File: src/sv/arrw_pkg.sv
// Shared constants and types for the adaptive read request window block.
package arrw_pkg;

    localparam int unsigned OFF_W      = 48;
    localparam int unsigned BSIZE_W    = 17;
    localparam int unsigned WIN_W      = 15;
    localparam int unsigned MS_W       = 32;
    localparam int unsigned STATUS_W   = 2;
    localparam int unsigned CFG_IDX_W  = 2;
    localparam int unsigned IN_DATA_W  = 72;
    localparam int unsigned OUT_DATA_W = 72;

    // Upper bound of the request window.
    localparam logic [WIN_W-1:0] WINDOW_CAP = WIN_W'(16384);
    localparam int unsigned READS_PER_STEP_DEF = 2;

    // Round-trip target: ideal = window * 500 / elapsed_ms.
    localparam int unsigned TARGET_MS = 500;
    // Dividend window * 500 fits in WIN_W + 9 bits.
    localparam int unsigned DIVD_W    = WIN_W + 9;

    // Reset values of the configuration registers.
    localparam logic [BSIZE_W-1:0] BLOCK_SIZE_RST = BSIZE_W'(32768);
    localparam logic [WIN_W-1:0]   INIT_WIN_RST   = WIN_W'(128);
    localparam logic [OFF_W-1:0]   START_OFF_RST  = '0;

    // Configuration register indexes.
    localparam logic [CFG_IDX_W-1:0] REG_BLOCK_SIZE = 2'd0;
    localparam logic [CFG_IDX_W-1:0] REG_INIT_WIN   = 2'd1;
    localparam logic [CFG_IDX_W-1:0] REG_START_OFF  = 2'd2;

    // Input operation codes.
    localparam logic OP_DATA  = 1'b0;
    localparam logic OP_OPPTY = 1'b1;

    // Result kinds.
    localparam logic KIND_READ   = 1'b0;
    localparam logic KIND_STATUS = 1'b1;

    // Result status codes.
    localparam logic [STATUS_W-1:0] ST_OK        = 2'd0;
    localparam logic [STATUS_W-1:0] ST_OVERSIZE  = 2'd1;
    localparam logic [STATUS_W-1:0] ST_SHORT_REP = 2'd2;

    typedef enum logic [5:0] {
        S_IDLE  = 6'b000001,
        S_CHECK = 6'b000010,
        S_MEAS  = 6'b000100,
        S_DIV   = 6'b001000,
        S_ADJ   = 6'b010000,
        S_ISSUE = 6'b100000
    } arrw_state_t;

endpackage

File: src/sv/adaptive_read_request_window_core.sv
// Top level of the adaptive read request window: sequencer, serial divider, result register.
//
// Paces pipelined block reads for a download. Each input transaction is either a
// received data block (s_tuser = 0, carrying its size) or a bare request opportunity
// (s_tuser = 1). A good block advances the received offset; an oversized block, or a
// second short block, yields one status result and leaves the state alone. When the
// received offset reaches the offset where a round-trip measurement started, the
// elapsed time sets a target of window*500/elapsed_ms and the window moves toward it
// by a half or an eighth, clamped between initial_window and 16384. The block then
// issues up to READS_PER_STEP reads at consecutive block offsets while can_send is
// set and pending_count plus reads already issued stays below the window; if no
// read goes out, one status result is sent. Each result carries the current
// window, and m_tlast marks the final result of an input transaction. When a
// measurement completes, the restoring divider retires one quotient bit per cycle
// over the 24-bit dividend, then the window is adjusted. A result that waits for
// m_tready stalls the item. The result register lets the next input be accepted
// while the final result still waits for m_tready. Configuration writes (cfg_index 0
// block_size, 1 initial_window, 2 start_offset) are taken every cycle and must only
// occur while the block is idle; writing initial_window reloads the window and
// writing start_offset reloads both offsets.
module adaptive_read_request_window_core
    import arrw_pkg::*;
#(
    parameter int unsigned READS_PER_STEP = READS_PER_STEP_DEF
) (
    input  logic                  aclk,
    input  logic                  aresetn,
    // input transactions
    input  logic                  s_tvalid,
    output logic                  s_tready,
    input  logic [IN_DATA_W-1:0]  s_tdata,   // data_size[16:0], now_ms[48:17],
                                             // pending_count[63:49], can_send[64], zero pad
    input  logic                  s_tuser,   // op
    // result transactions
    output logic                  m_tvalid,
    input  logic                  m_tready,
    output logic [OUT_DATA_W-1:0] m_tdata,   // read_offset[47:0], status[49:48],
                                             // window[64:50], zero pad
    output logic                  m_tuser,   // kind
    output logic                  m_tlast,   // last
    // configuration writes
    input  logic                  cfg_valid,
    output logic                  cfg_ready,
    input  logic [CFG_IDX_W-1:0]  cfg_index,
    input  logic [OFF_W-1:0]      cfg_data
);

    localparam int unsigned CNT_W  = $clog2(READS_PER_STEP + 1);
    localparam int unsigned DCNT_W = $clog2(DIVD_W);

    // ---------------- registers ----------------
    arrw_state_t            state_reg, state_next;

    logic [BSIZE_W-1:0]     block_size_reg, block_size_next;
    logic [WIN_W-1:0]       init_win_reg, init_win_next;

    logic [WIN_W-1:0]       window_limit_reg, window_limit_next;
    logic [OFF_W-1:0]       next_req_reg, next_req_next;
    logic [OFF_W-1:0]       recv_off_reg, recv_off_next;
    logic                   timing_active_reg, timing_active_next;
    logic [MS_W-1:0]        timing_start_reg, timing_start_next;
    logic [OFF_W-1:0]       timing_target_reg, timing_target_next;
    logic                   short_seen_reg, short_seen_next;

    // latched input item
    logic                   in_op_reg, in_op_next;
    logic [BSIZE_W-1:0]     in_size_reg, in_size_next;
    logic [MS_W-1:0]        in_now_reg, in_now_next;
    logic [WIN_W-1:0]       in_pend_reg, in_pend_next;
    logic                   in_send_reg, in_send_next;

    // reads issued for the current item
    logic [CNT_W-1:0]       cnt_reg, cnt_next;

    // serial divider: quo_reg holds the dividend and shifts in quotient bits
    logic [DIVD_W-1:0]      quo_reg, quo_next;
    logic [MS_W-1:0]        rem_reg, rem_next;
    logic [MS_W-1:0]        divisor_reg, divisor_next;
    logic [DCNT_W-1:0]      dcnt_reg, dcnt_next;

    // result register
    logic                   out_valid_reg, out_valid_next;
    logic                   out_kind_reg, out_kind_next;
    logic [OFF_W-1:0]       out_off_reg, out_off_next;
    logic [STATUS_W-1:0]    out_status_reg, out_status_next;
    logic [WIN_W-1:0]       out_win_reg, out_win_next;
    logic                   out_last_reg, out_last_next;

    // ---------------- combinational helpers ----------------
    logic                   out_free;
    logic                   in_fire;
    logic                   cfg_fire;
    logic [WIN_W-1:0]       cfg_win;
    logic [MS_W-1:0]        elapsed;
    logic [DIVD_W-1:0]      dividend;
    logic [MS_W:0]          trial;
    logic                   trial_ge;
    logic [DIVD_W:0]        ideal;
    logic [DIVD_W:0]        w_ext;
    logic [DIVD_W:0]        w2_ext;
    logic [WIN_W:0]         w16;
    logic [WIN_W:0]         grow_sum;
    logic [WIN_W:0]         shrink_diff;
    logic [WIN_W-1:0]       win_adj;
    logic [WIN_W:0]         pend_cnt;
    logic [WIN_W:0]         pend_cnt1;
    logic                   issue_ok;
    logic                   more_ok;
    logic [OFF_W-1:0]       next_req_inc;

    assign out_free  = !out_valid_reg || m_tready;
    assign s_tready  = (state_reg == S_IDLE);
    assign cfg_ready = 1'b1;
    assign in_fire   = s_tvalid && s_tready;
    assign cfg_fire  = cfg_valid && cfg_ready;

    // saturate the initial window into [1, WINDOW_CAP]
    always_comb begin
        cfg_win = cfg_data[WIN_W-1:0];
        if (cfg_win == '0) begin
            cfg_win = WIN_W'(1);
        end else if (cfg_win > WINDOW_CAP) begin
            cfg_win = WINDOW_CAP;
        end
    end

    // elapsed time, a zero interval counts as one millisecond
    always_comb begin
        elapsed = in_now_reg - timing_start_reg;
        if (elapsed == '0) begin
            elapsed = MS_W'(1);
        end
    end

    // window * 500 as shifts: 512 - 8 - 4
    assign dividend = (DIVD_W'(window_limit_reg) << 9) - (DIVD_W'(window_limit_reg) << 3)
                    - (DIVD_W'(window_limit_reg) << 2);

    assign trial    = {rem_reg, quo_reg[DIVD_W-1]};
    assign trial_ge = (trial >= {1'b0, divisor_reg});

    // window adjustment toward the ideal
    assign ideal  = {1'b0, quo_reg};
    assign w_ext  = (DIVD_W+1)'(window_limit_reg);
    assign w2_ext = w_ext << 1;
    assign w16    = {1'b0, window_limit_reg};

    always_comb begin
        grow_sum    = w16 + ((ideal > w2_ext) ? (w16 >> 1) : (w16 >> 3));
        shrink_diff = w16 - (((ideal << 1) < w_ext) ? (w16 >> 1) : (w16 >> 3));
        win_adj     = window_limit_reg;
        if (ideal > w_ext) begin
            win_adj = (grow_sum > {1'b0, WINDOW_CAP}) ? WINDOW_CAP : grow_sum[WIN_W-1:0];
        end else if (ideal < w_ext) begin
            win_adj = (shrink_diff < {1'b0, init_win_reg}) ? init_win_reg
                                                           : shrink_diff[WIN_W-1:0];
        end
    end

    // read issue conditions for this and the following read
    assign pend_cnt     = {1'b0, in_pend_reg} + (WIN_W+1)'(cnt_reg);
    assign pend_cnt1    = pend_cnt + (WIN_W+1)'(1);
    assign issue_ok     = (cnt_reg < CNT_W'(READS_PER_STEP)) && in_send_reg
                       && (pend_cnt < {1'b0, window_limit_reg});
    assign more_ok      = ((CNT_W+1)'(cnt_reg) + (CNT_W+1)'(1) < (CNT_W+1)'(READS_PER_STEP))
                       && in_send_reg && (pend_cnt1 < {1'b0, window_limit_reg});
    assign next_req_inc = next_req_reg + OFF_W'(block_size_reg);

    // ---------------- sequencer ----------------
    always_comb begin
        state_next         = state_reg;
        block_size_next    = block_size_reg;
        init_win_next      = init_win_reg;
        window_limit_next  = window_limit_reg;
        next_req_next      = next_req_reg;
        recv_off_next      = recv_off_reg;
        timing_active_next = timing_active_reg;
        timing_start_next  = timing_start_reg;
        timing_target_next = timing_target_reg;
        short_seen_next    = short_seen_reg;
        in_op_next         = in_op_reg;
        in_size_next       = in_size_reg;
        in_now_next        = in_now_reg;
        in_pend_next       = in_pend_reg;
        in_send_next       = in_send_reg;
        cnt_next           = cnt_reg;
        quo_next           = quo_reg;
        rem_next           = rem_reg;
        divisor_next       = divisor_reg;
        dcnt_next          = dcnt_reg;
        out_valid_next     = out_valid_reg && !m_tready;
        out_kind_next      = out_kind_reg;
        out_off_next       = out_off_reg;
        out_status_next    = out_status_reg;
        out_win_next       = out_win_reg;
        out_last_next      = out_last_reg;

        // configuration writes must arrive only while idle; the block does not enforce this
        if (cfg_fire) begin
            case (cfg_index)
                REG_BLOCK_SIZE: begin
                    block_size_next = cfg_data[BSIZE_W-1:0];
                end
                REG_INIT_WIN: begin
                    init_win_next     = cfg_win;
                    window_limit_next = cfg_win;
                end
                REG_START_OFF: begin
                    next_req_next = cfg_data;
                    recv_off_next = cfg_data;
                end
                default: begin
                end
            endcase
        end

        case (state_reg)
            S_IDLE: begin
                if (in_fire) begin
                    in_op_next   = s_tuser;
                    in_size_next = s_tdata[16:0];
                    in_now_next  = s_tdata[48:17];
                    in_pend_next = s_tdata[63:49];
                    in_send_next = s_tdata[64];
                    cnt_next     = '0;
                    state_next   = S_CHECK;
                end
            end
            S_CHECK: begin
                if (in_op_reg == OP_OPPTY) begin
                    state_next = S_MEAS;
                end else if (in_size_reg > block_size_reg
                        || (in_size_reg != block_size_reg && short_seen_reg)) begin
                    // reject the block; hold until the result register frees up
                    if (out_free) begin
                        out_valid_next  = 1'b1;
                        out_kind_next   = KIND_STATUS;
                        out_off_next    = '0;
                        out_status_next = (in_size_reg > block_size_reg) ? ST_OVERSIZE
                                                                         : ST_SHORT_REP;
                        out_win_next    = window_limit_reg;
                        out_last_next   = 1'b1;
                        state_next      = S_IDLE;
                    end
                end else begin
                    if (in_size_reg != block_size_reg) begin
                        short_seen_next = 1'b1;
                    end
                    recv_off_next = recv_off_reg + OFF_W'(in_size_reg);
                    state_next    = S_MEAS;
                end
            end
            S_MEAS: begin
                if (timing_active_reg && recv_off_reg == timing_target_reg) begin
                    timing_active_next = 1'b0;
                    quo_next           = dividend;
                    rem_next           = '0;
                    divisor_next       = elapsed;
                    dcnt_next          = DCNT_W'(DIVD_W - 1);
                    state_next         = S_DIV;
                end else begin
                    state_next = S_ISSUE;
                end
            end
            S_DIV: begin
                // one quotient bit per cycle
                rem_next = trial_ge ? (trial[MS_W-1:0] - divisor_reg) : trial[MS_W-1:0];
                quo_next = {quo_reg[DIVD_W-2:0], trial_ge};
                if (dcnt_reg == '0) begin
                    state_next = S_ADJ;
                end else begin
                    dcnt_next = dcnt_reg - DCNT_W'(1);
                end
            end
            S_ADJ: begin
                window_limit_next = win_adj;
                state_next        = S_ISSUE;
            end
            S_ISSUE: begin
                if (out_free) begin
                    out_valid_next = 1'b1;
                    out_win_next   = window_limit_reg;
                    out_status_next = ST_OK;
                    if (issue_ok) begin
                        out_kind_next = KIND_READ;
                        out_off_next  = next_req_reg;
                        out_last_next = !more_ok;
                        next_req_next = next_req_inc;
                        cnt_next      = cnt_reg + CNT_W'(1);
                        if (!more_ok) begin
                            // reads fill the window exactly: start a measurement if none is running
                            if (pend_cnt1 == {1'b0, window_limit_reg} && !timing_active_reg) begin
                                timing_active_next = 1'b1;
                                timing_start_next  = in_now_reg;
                                timing_target_next = next_req_inc;
                            end
                            state_next = S_IDLE;
                        end
                    end else begin
                        // no read possible: send status only
                        out_kind_next = KIND_STATUS;
                        out_off_next  = '0;
                        out_last_next = 1'b1;
                        state_next    = S_IDLE;
                    end
                end
            end
            default: begin
                state_next = S_IDLE;
            end
        endcase
    end

    always_ff @(posedge aclk) begin
        if (!aresetn) begin
            state_reg         <= S_IDLE;
            block_size_reg    <= BLOCK_SIZE_RST;
            init_win_reg      <= INIT_WIN_RST;
            window_limit_reg  <= INIT_WIN_RST;
            next_req_reg      <= START_OFF_RST;
            recv_off_reg      <= START_OFF_RST;
            timing_active_reg <= 1'b0;
            timing_start_reg  <= '0;
            timing_target_reg <= '0;
            short_seen_reg    <= 1'b0;
            cnt_reg           <= '0;
            dcnt_reg          <= '0;
            out_valid_reg     <= 1'b0;
        end else begin
            state_reg         <= state_next;
            block_size_reg    <= block_size_next;
            init_win_reg      <= init_win_next;
            window_limit_reg  <= window_limit_next;
            next_req_reg      <= next_req_next;
            recv_off_reg      <= recv_off_next;
            timing_active_reg <= timing_active_next;
            timing_start_reg  <= timing_start_next;
            timing_target_reg <= timing_target_next;
            short_seen_reg    <= short_seen_next;
            cnt_reg           <= cnt_next;
            dcnt_reg          <= dcnt_next;
            out_valid_reg     <= out_valid_next;
        end
    end

    // payload registers
    always_ff @(posedge aclk) begin
        in_op_reg      <= in_op_next;
        in_size_reg    <= in_size_next;
        in_now_reg     <= in_now_next;
        in_pend_reg    <= in_pend_next;
        in_send_reg    <= in_send_next;
        quo_reg        <= quo_next;
        rem_reg        <= rem_next;
        divisor_reg    <= divisor_next;
        out_kind_reg   <= out_kind_next;
        out_off_reg    <= out_off_next;
        out_status_reg <= out_status_next;
        out_win_reg    <= out_win_next;
        out_last_reg   <= out_last_next;
    end

    assign m_tvalid = out_valid_reg;
    assign m_tuser  = out_kind_reg;
    assign m_tlast  = out_last_reg;
    assign m_tdata  = {{(OUT_DATA_W - OFF_W - STATUS_W - WIN_W){1'b0}},
                       out_win_reg, out_status_reg, out_off_reg};

`ifndef SYNTHESIS
    // window stays inside its legal range
    a_win_range: assert property (@(posedge aclk) disable iff (!aresetn)
        window_limit_reg != '0 && window_limit_reg <= WINDOW_CAP)
        else $error("window out of range");

    // window never drops below the initial window
    a_win_floor: assert property (@(posedge aclk) disable iff (!aresetn)
        window_limit_reg >= init_win_reg)
        else $error("window below initial window");

    // never more reads than allowed for one item
    a_cnt_bound: assert property (@(posedge aclk) disable iff (!aresetn)
        cnt_reg <= CNT_W'(READS_PER_STEP))
        else $error("too many reads issued");

    // a read result always carries an ok status
    a_read_ok: assert property (@(posedge aclk) disable iff (!aresetn)
        (out_valid_reg && out_kind_reg == KIND_READ) |-> out_status_reg == ST_OK)
        else $error("read result with error status");

    // a measurement that completes always runs the divider
    a_meas_div: assert property (@(posedge aclk) disable iff (!aresetn)
        (state_reg == S_MEAS && timing_active_reg && recv_off_reg == timing_target_reg)
        |=> state_reg == S_DIV)
        else $error("measurement end skipped divider");
`endif

endmodule

File: config.mk
export PLATFORM = sky130hd
export DESIGN_NAME = adaptive_read_request_window_core
export DESIGN_NICKNAME = d
export VERILOG_FILES = /design/src/sv/arrw_pkg.sv /design/src/sv/adaptive_read_request_window_core.sv
export SDC_FILE = /design/constraint.sdc
export NUM_CORES = 1
export LEC_CHECK = 0
export BUFFER_PORTS_ARGS = -buffer_cell sky130_fd_sc_hd__buf_2
export CAP_MARGIN = 20
export CORE_UTILIZATION = 55
export DETAILED_ROUTE_END_ITERATION = 7
export HOLD_SLACK_MARGIN = 0.1
export MAX_ROUTING_LAYER = met4
export PLACE_DENSITY = 0.77
export RECOVER_POWER = 100
export SYNTH_ARGS = -nofsm -noshare
export SYNTH_HDL_FRONTEND = slang
export SYNTH_SLANG_ARGS = --single-unit
File: constraint.sdc
create_clock -name aclk -period 6.4 [get_ports aclk]
set_input_delay 0.64 -clock aclk [delete_from_list [all_inputs] [get_ports aclk]]
set_output_delay 0.64 -clock aclk [all_outputs]
set_load 0.03 [all_outputs]
Yosys cells after proc, flatten, opt, wreduce, memory -nomap -nowiden
Cells that the tools add are included.
{"block": "totals", "elab_cells": 197, "inputBits": 128, "output_inout_bits": 77, "register_bits": 460}
{"block": "op_classes", "reduce_logical": 39, "n_bitwise": 3, "n_eq_ne": 25, "muxes": 78, "n_lt_le_gt_ge": 13, "addsub": 13}
{"cell": "2-to-1 mux 48 bit", "n": 15}
{"cell": "2-to-1 mux 15 bit", "n": 12}
{"cell": "adder 48 x 17 -> 48 bit", "n": 2}
{"cell": "one-hot mux 48 bit (2 select lines)", "n": 1}
{"cell": "2-to-1 mux 32 bit", "n": 2}
{"cell": "one-hot mux 32 bit (2 select lines)", "n": 1}
{"cell": "subtractor 32 bit", "n": 2}
{"cell": "2-to-1 mux 6 bit", "n": 9}
{"cell": "equality test 48 bit", "n": 1}
{"cell": "less-than comparator 16 x 15 -> 1 bit", "n": 3}
{"cell": "one-hot mux 24 bit (2 select lines)", "n": 1}
{"cell": "one-hot mux 6 bit (6 select lines)", "n": 1}
{"cell": ">= comparator 33 x 32 -> 1 bit", "n": 1}
{"cell": "logical NOT 32 bit", "n": 1}
{"cell": "one-hot mux 15 bit (2 select lines)", "n": 1}
{"cell": "2-to-1 mux 14 bit", "n": 2}
{"cell": "less-than comparator 25 x 15 -> 1 bit", "n": 1}
{"cell": "greater-than comparator 24 x 15 -> 1 bit", "n": 1}
{"cell": "greater-than comparator 24 x 16 -> 1 bit", "n": 1}
{"cell": "less-than comparator 24 x 15 -> 1 bit", "n": 1}
{"cell": "2-to-1 mux 24 bit", "n": 1}
{"cell": "subtractor 24 x 17 -> 24 bit", "n": 1}
{"cell": "subtractor 24 x 18 -> 24 bit", "n": 1}
{"cell": "inequality test 2 bit (second input constant)", "n": 10}
{"cell": "other kinds (44)", "n": 99}

Depth between registers and ports, before layout
Gate-level depths: netlist (run 1).
{"block": "logic_depth", "word_depth": 9, "depth_mapped": 35, "mapped_depth_nobuf": 33}

Worst setup path after synthesis (run 1)
OpenSTA, ideal clock, no wires.
{"block": "synth_timing", "path_type": "register -> register", "start": "register window_limit_reg[10]", "end": "register window_limit_reg[6]", "slack_ps": 49, "setup_ps": 115, "required_time_ps": 6285, "period_less_slack_ps": 6351, "path_stages_with_launch": 33, "arrival_ps": 6236, "n_path_buf": 2, "path_cell_list": "dfxtp_1 clkbuf_1 inv_1 ha_1 o21ai_0 nand2b_1 a21oi_1 or4_1 o21bai_1 inv_1 nor2_1 clkbuf_1 o21ai_0 ha_1 fa_1 nor2b_1 o21ai_0 a21boi_0 o21a_1 o21ai_0 o21bai_1 a21oi_1 xnor2_1 ha_1 a21o_1 a21oi_1 nor2b_1 a2111oi_0 o221ai_1 mux2_2 a22oi_1 o21ai_0 and2_1"}
{"block": "synth_between", "elab_chain_cells": 8, "elab_cells_between_ends": 17, "cone_classes": "add/sub (2); order compare (6); eq/ne (1); mux (7); reduce/logical (1)"}
{"element": "start, declared", "line_no": "adaptive_read_request_window_core.sv:57", "text": "logic [WIN_W-1:0] window_limit_reg, window_limit_next;"}
{"element": "start signal, assigned", "line_no": "adaptive_read_request_window_core.sv:333", "text": "window_limit_reg <= window_limit_next;"}
{"element": "less-than comparator 25 x 15 -> 1 bit", "line_no": "adaptive_read_request_window_core.sv:150", "text": "shrink_diff = w16 - (((ideal << 1) < w_ext) ? (w16 >> 1) : (w16 >> 3));"}
{"element": "2-to-1 mux 14 bit", "line_no": "adaptive_read_request_window_core.sv:150"}
{"element": "subtractor 15 x 14 -> 16 bit", "line_no": "adaptive_read_request_window_core.sv:150"}
{"element": "less-than comparator 16 x 15 -> 1 bit", "line_no": "adaptive_read_request_window_core.sv:155", "text": "win_adj = (shrink_diff < {1'b0, init_win_reg}) ? init_win_reg"}
{"element": "2-to-1 mux 15 bit", "line_no": "adaptive_read_request_window_core.sv:155"}
{"element": "2-to-1 mux 15 bit", "line_no": "adaptive_read_request_window_core.sv:154", "text": "end else if (ideal < w_ext) begin"}
{"element": "2-to-1 mux 15 bit", "line_no": "adaptive_read_request_window_core.sv:152", "text": "if (ideal > w_ext) begin"}
{"element": "2-to-1 mux 15 bit", "line_no": "adaptive_read_request_window_core.sv:217", "text": "case (state_reg)"}
Several ways; a longest one is shown, not always the timed one. The select of a mux whose other input is x is not followed.
A chain may end at the register's enable or synchronous reset.

Worst setup path in the final report (run 1)
{"block": "layout_timing", "start": "register window_limit_reg[1]", "end": "register window_limit_reg[12]"}
Same word-level chain as after synthesis.

==> metrics, run 1 <==
status complete, but fails checks; failing checks capacitance limit, slew limit; critical path depth 31; Worst-path clk slew 0.06 ns; Seq pwr share 43.4%; Detail Placement HPWL 62500 um; Slowest-stage cell, CP a2111oi_2; CP max stage delay 0.41 ns; cells after synthesis 3344; Place WS -0.117 ns; area of the multi-input gates 17100 um2; syn avg cell area 8.88 um2; final period utilization 92.9%; most instantiated cells after synthesis a21oi_1, nand2_1, nor2_1, ha_1, dfxtp_1; final global-route overflow total 0; hold-critical path depth 1; CTS H-tree depth 2; critical path startpoint window_limit_reg[1]; Initial Util 56.1%; Worst R2R Setup Slack 0.46 ns; cell with the most instances after synthesis a21oi_1; GRT Overall Usage 31.9%; Critical Path End Type flip-flop; max_slew headroom -121%; combinational share of power 16.4%; Setup violations, final 0; first-pass GRT wire length 133000 um; Slew Viols, Final 363; cts hold-fix bufs 0; GPL Wtd Cong 0.941; switching power 2.10 mW; Setup crit start kind flip-flop; Inst Count DP 4160; delay-heaviest family, CP compound AO/OA/AOI/OAI gates; worst skew pair latency 0.63 ns; Pint 5.44 mW; total clock buffers created by CTS 50; placed cell areas 31600 um2; minimum clock period 5.94 ns; CP Class flip-flop to flip-flop; share of Yosys cell area claimed by the top area cell type 22.3%; via count 26035; Mapped Area 29700 um2; Post-synth ARST share 0%; Max Clock Freq 0.168 GHz; crit path max fanout 8; first drt pass iteration count 5; height of the chip 234 um; skew final 0.0478 ns; area taken by flip-flops and latches 11400 um2; Worst Max-Slew Pin Slew 3.32 ns; critical path arrival 6.39 ns; CTS Sinks 460; clock buffer depth 3; Net Sw Frac 27.9%; main flop type after synthesis dfxtp_1; die area 54900 um2; final hold vios 0; DR WL/cell 20.1 um; cell row count 84; share of layout cells above drive strength 1 7.68%; via/cell ratio 6.11; final instance area 33100 um2; Remaining DRCs 0; P&R area growth vs syn 11.3%; largest net degree at the start of global routing 102; initial antenna violation count 0; I/O Buffers 189; core box area 53000 um2; vias in the first global route 23976; CTS root buf clkbuf_16; Seq/Total Area, Yosys 38.5%; CTS tree built; Max Cap Viol 8; ANT nets after route 0; r2r worst-path depth 31; Finished Layout Cells 4258; Clk pwr share 40.2%; Synth cell types 89; Final WS setup 0.455 ns; filler cell count in the final layout 4588; nets 3935; Yosys reg bits 460; Routed Wire Length 85500 um; Worst setup endpoint window_limit_reg[12]; r2r endpoint window_limit_reg[12]; Bufs and invs on worst path 1; post-layout util 62.4%; first-iteration detailed-routing DRC count 2604; synth warn 0; CP Data Required Time 6.84 ns; leading area contributor after synthesis edfxtp_1; reg2reg start window_limit_reg[1]; CP dominant cell by count o21a_1; I/O pins 205; die width 234 um; Max VDD drop 0.000222 V; pwr/cell area 228 nW/um2; leakage power 12.6 nW; hold crit path type input port to flip-flop; Post-synth EDFFs 221; ranking of synthesized cells by area edfxtp_1, dfxtp_1, ha_1, a21oi_1, xnor2_1
==> area by class of cell <==
cell class                 count  share of cell area [%]
multi-input combinational   2571                    51.6
sequential                   460                    34.5
clock buffer                  69                    4.37
timing repair buffer         257                    3.83
tap                          688                    2.60
inverter                     187                    2.14
clock inverter                25                   0.859
antenna                        1                 0.00757
==> metrics by stage <==
step           hold WS [ns]  power [mW]  TNS, ns
2_1_floorplan         0.432        4.17        0
3_3_place_gp          0.438        4.51        0
3_5_place_dp          0.443        4.53   -0.380
4_1_cts               0.159        7.53        0
5_1_grt               0.172        7.81   -0.151
6_report              0.179        7.54        0
==> power groups by stage <==
stage	registers [mW]	logic (mW)	clock network, mW
detailed placement	3.33	1.20	0
global route	3.28	1.37	3.16
finish	3.27	1.24	3.03
CTS	3.26	1.22	3.05
floorplan	3.32	0.847	0
global placement	3.33	1.18	0
==> cell families (layout without fill, tap and decap cells) <==
family	Yosys count	after routing	synth area share, %
adders and majority gates	280	280	12.2
other	2	9	0.0253
and+or+nand+nor	1086	1086	17.6
AOI/OAI and AO/OA	936	936	19.7
buffers and inverters	319	538	4.18
muxes	32	32	1.10
DFF	460	460	38.5
xor gates and xnor gates	229	229	6.75
==> cell usage in the layout (no fill, tap or decap), types with 37 or more instances in the layout <==
master,count
clkbuf_16,52
nand2_1,334
edfxtp_1,221
xnor2_1,152
clkbuf_1,110
and2_1,53
nand3_1,80
a21oi_1,342
buf_4,37
o21ai_0,179
and3_1,38
nor3_1,64
buf_2,114
nand4_1,38
nor2_1,268
o21a_1,43
dfxtp_1,239
ha_1,264
xor2_1,77
a21o_1,70
inv_1,186
a211oi_1,87
==> metal layers <==
| layer | up-vias | share of wire [%] | global-route usage [%] |
|---|---|---|---|
| li1 | 12497 | - | - |
| met1 | 12233 | 45 | 44.7 |
| met3 | 171 | 9.0 | 4.75 |
| met4 | 0 | 3.6 | 11.0 |
| met2 | 1134 | 43 | 46.8 |
| met5 | - | 0 | - |
==> worst register-to-register path: cells and delay by family, from the launching register on <==
family	cells	cell delay [ns]
compound gates	18	3.37
fa+ha+maj	4	1.13
simple gates	7	0.64
flops	1	0.32
xor+xnor	1	0.27
buf+inv	1	0.05
==> worst min path at each step <==
stage | end | slack (ns) | from
6_report | in_size_reg[11] | 0.18 | s_tdata[11]
5_1_grt | in_now_reg[9] | 0.17 | s_tdata[26]
4_1_cts | in_size_reg[9] | 0.16 | s_tdata[9]
3_5_place_dp | timing_start_reg[20] | 0.44 | timing_start_reg[20]
3_3_place_gp | timing_start_reg[20] | 0.44 | timing_start_reg[20]
2_1_floorplan | timing_target_reg[36] | 0.43 | timing_target_reg[36]
==> timing repair <==
action	CTS	global route
pin swaps	0	7
setup endpoints to repair	7	15
endpoints found under the hold margin	0	0
resized for setup	2	12
buffers inserted	0	3
Power figures use the tool's default switching activity.
==> run 2: changes to the inputs <==
ABC_AREA = 1   (was unset)
CTS_CLUSTER_SIZE = 8   (was unset)
PLACE_DENSITY = 0.76   (was 0.77)
==> metrics, run 2 <==
CTS tree built; critical path arrival 6.25 ns (-0.14 ns); RSZ-0062 raised after global routing no; Routed Wire Length 109000 um (+27%); die area 63100 um2 (+15%); core box area 61600 um2 (+16%); final global-route overflow total 0 (unchanged); CTS root buf clkbuf_16; Post-synth EDFFs 221 (unchanged); nets 5472 (+39%); hold-critical path depth 1 (unchanged); status complete, but fails checks; synth warn 0 (unchanged); syn avg cell area 7.00 um2 (-21%); cell row count 91 (+8.3%); worst skew pair latency 0.61 ns (-0.02 ns); most common cell after layout, fill and taps aside nand2_1; Total Neg Setup Slack 0 ns (unchanged); Pint 5.75 mW (+5.7%); DR WL/cell 18.3 um (-9.0%); first-iteration detailed-routing DRC count 2980 (+14%); clock buffer depth 3 (unchanged); leakage power 16.5 nW (+30%); ranking of synthesized cells by area edfxtp_1, dfxtp_1, nand2_1, ha_1, inv_1; Final WS setup 0.645 ns (+0.190 ns); crit path max fanout 51 (+43); cells after synthesis 4884 (+46%); Clk pwr share 41.1% (+0.9 points); P&R area growth vs syn 10.1%; I/O pins 205 (unchanged); combinational share of power 18.3% (+1.9 points); share of layout cells above drive strength 1 5.11% (-2.6 points); CTS H-tree depth 3 (+1); Max Clock Freq 0.174 GHz (+3.3%); Place WS 0.696 ns (+0.813 ns); cts hold-fix bufs 0 (unchanged); first drt pass iteration count 7 (+2); I/O Buffers 189 (unchanged); via/cell ratio 5.57 (-8.9%); post-layout util 61.1% (-1.3 points); Initial Util 55.5% (-0.57 points); Mapped Area 34200 um2 (+15%); final period utilization 89.9% (-3.0 points); Worst Max-Slew Pin Slew 3.29 ns (-0.0329 ns); hold crit path type input port to flip-flop; final instance area 37600 um2 (+14%); max_slew headroom -119% (+2.2 points); most instantiated cells after synthesis nand2_1, inv_1, nor2_1, o21ai_0, a21oi_1; Hold WS 0.205 ns (+0.0265 ns); Max VDD drop 0.000167 V (-24%); Worst R2R Setup Slack 0.65 ns (+0.19 ns); Inst Count DP 5829 (+40%); leading area contributor after synthesis edfxtp_1; skew final 0.0263 ns (-0.0216 ns); r2r worst-path depth 18 (-42%); via count 33111 (+27%); pwr/cell area 219 nW/um2 (-3.9%); vias in the first global route 30353 (+27%); total clock buffers created by CTS 68 (+36%); Slew Viols, Final 556 (+53%); placed cell areas 36000 um2 (+14%); CP Class flip-flop to flip-flop; Setup violations, final 0 (unchanged); Critical Path End Type flip-flop; Finished Layout Cells 5943 (+40%); GRT Overall Usage 34.6% (+2.7 points); height of the chip 251 um (+7.2%); Design Power 8.24 mW (+9.4%); switching power 2.49 mW (+19%); Post-synth ARST share 0% (unchanged); Remaining DRCs 0 (unchanged); CP Data Required Time 6.90 ns (+0.06 ns); most frequent cells in the layout nand2_1, inv_1, nor2_1; share of Yosys cell area claimed by the top area cell type 19.4% (-2.9 points); GPL Wtd Cong 1.03 (+9.5%); cell with the most instances after synthesis nand2_1; die width 251 um (+7.2%); first-pass GRT wire length 167000 um (+25%); minimum clock period 5.75 ns (-0.190 ns); Worst-path clk slew 0.05 ns (about the same); Seq/Total Area, Yosys 33.4% (-5.0 points); final hold vios 0 (unchanged); Detail Placement HPWL 82100 um (+31%); CTS Sinks 460 (unchanged); Synth cell types 55 (-38%); failing checks capacitance limit, slew limit; Max Cap Viol 10 (+2); filler cell count in the final layout 5706 (+24%); ANT nets after route 0 (unchanged); Seq pwr share 40.6% (-2.8 points); Setup crit start kind flip-flop; Net Sw Frac 30.3% (+2.4 points); largest net degree at the start of global routing 144 (+41%); main flop type after synthesis dfxtp_1; initial antenna violation count 2 (+2); Yosys reg bits 460 (unchanged)
## run 2: cell types whose count changed after synthesis, sizes merged, moves of 109 or more
cell   previous run  this run
inv             187       780
nand2           334      1129
nand3            81       243
nand4            38       147
nor2            270       549
o21ai           185       338
xnor2           152        39
## run 2: worst paths after layout
path,to,startpoint
worst max register to register,timing_target_reg[1],in_pend_reg[1]
worst max-delay path,timing_target_reg[1],in_pend_reg[1]
worst min register to register,short_seen_reg,short_seen_reg
worst min-delay path,in_size_reg[0],s_tdata[0]
## run 2: layout make-up
class | instances | area, um2 | area share (%)
multi-input combinational | 3503 | 19100 | 50.7
sequential | 460 | 11400 | 30.3
inverter | 782 | 2940 | 7.80
clock buffer | 106 | 1890 | 5.01
timing repair buffer | 249 | 1210 | 3.21
tap | 837 | 1050 | 2.78
clock inverter | 5 | 65.1 | 0.173
antenna | 1 | 2.50 | 0.00665
## run 2: critical path, cell delays in order, from the launching register on
cell and delay [ns]:
edfxtp_1 0.42, ha_1 0.32, nand2_1 0.05, a21oi_1 0.34, inv_1 0.12, nor2_1 0.22, nand3b_1 0.11, nand2_1 0.15
ha_1 0.27, a21oi_1 0.13, o211ai_1 0.10, a21oi_1 0.38, nand4_2 0.11, buf_4 0.33, nor2_1 0.51, clkbuf_1 1.43
nand4_1 0.39, nand2_1 0.15, nor2_1 0.05
## run 2: cell families (layout without fill, tap and decap cells)
group / count (synthesis) / in the layout / synth area share, %
AND/OR/NAND/NOR: 2216 / 2216 / 27.5
buffers and inverters: 927 / 1142 / 10.6
AO/OA/AOI/OAI: 839 / 839 / 13.8
flip-flops: 460 / 460 / 33.4
adder cells (fa/ha/maj): 280 / 280 / 10.6
XOR/XNOR: 160 / 160 / 4.10
other: 2 / 9 / 0.0220
## run 2: what timing repair did
action                                  CTS  global route
buffers inserted                          0             1
hold endpoints to repair                  0             0
endpoints found under the setup margin    0             9
gates resized for setup                   0             0
## run 2: per-layer routing
metal / global-route usage (%) / share of wire [%] / vias to the layer above
met5: - / 0 / -
met1: 45.6 / 43 / 14993
met4: 15.0 / 4.5 / 0
li1: - / - / 16399
met2: 53.2 / 44 / 1456
met3: 4.63 / 8.0 / 263
## run 2: power by group through the flow
stage                     sequential (mW)  combinational (mW)  clock, mW
final                                3.34                1.51       3.39
after global routing                 3.35                1.69       3.53
after detailed placement             3.39                1.49          0
after CTS                            3.33                1.50       3.42
after global placement               3.39                1.47          0
after floorplan                      3.40                1.04          0
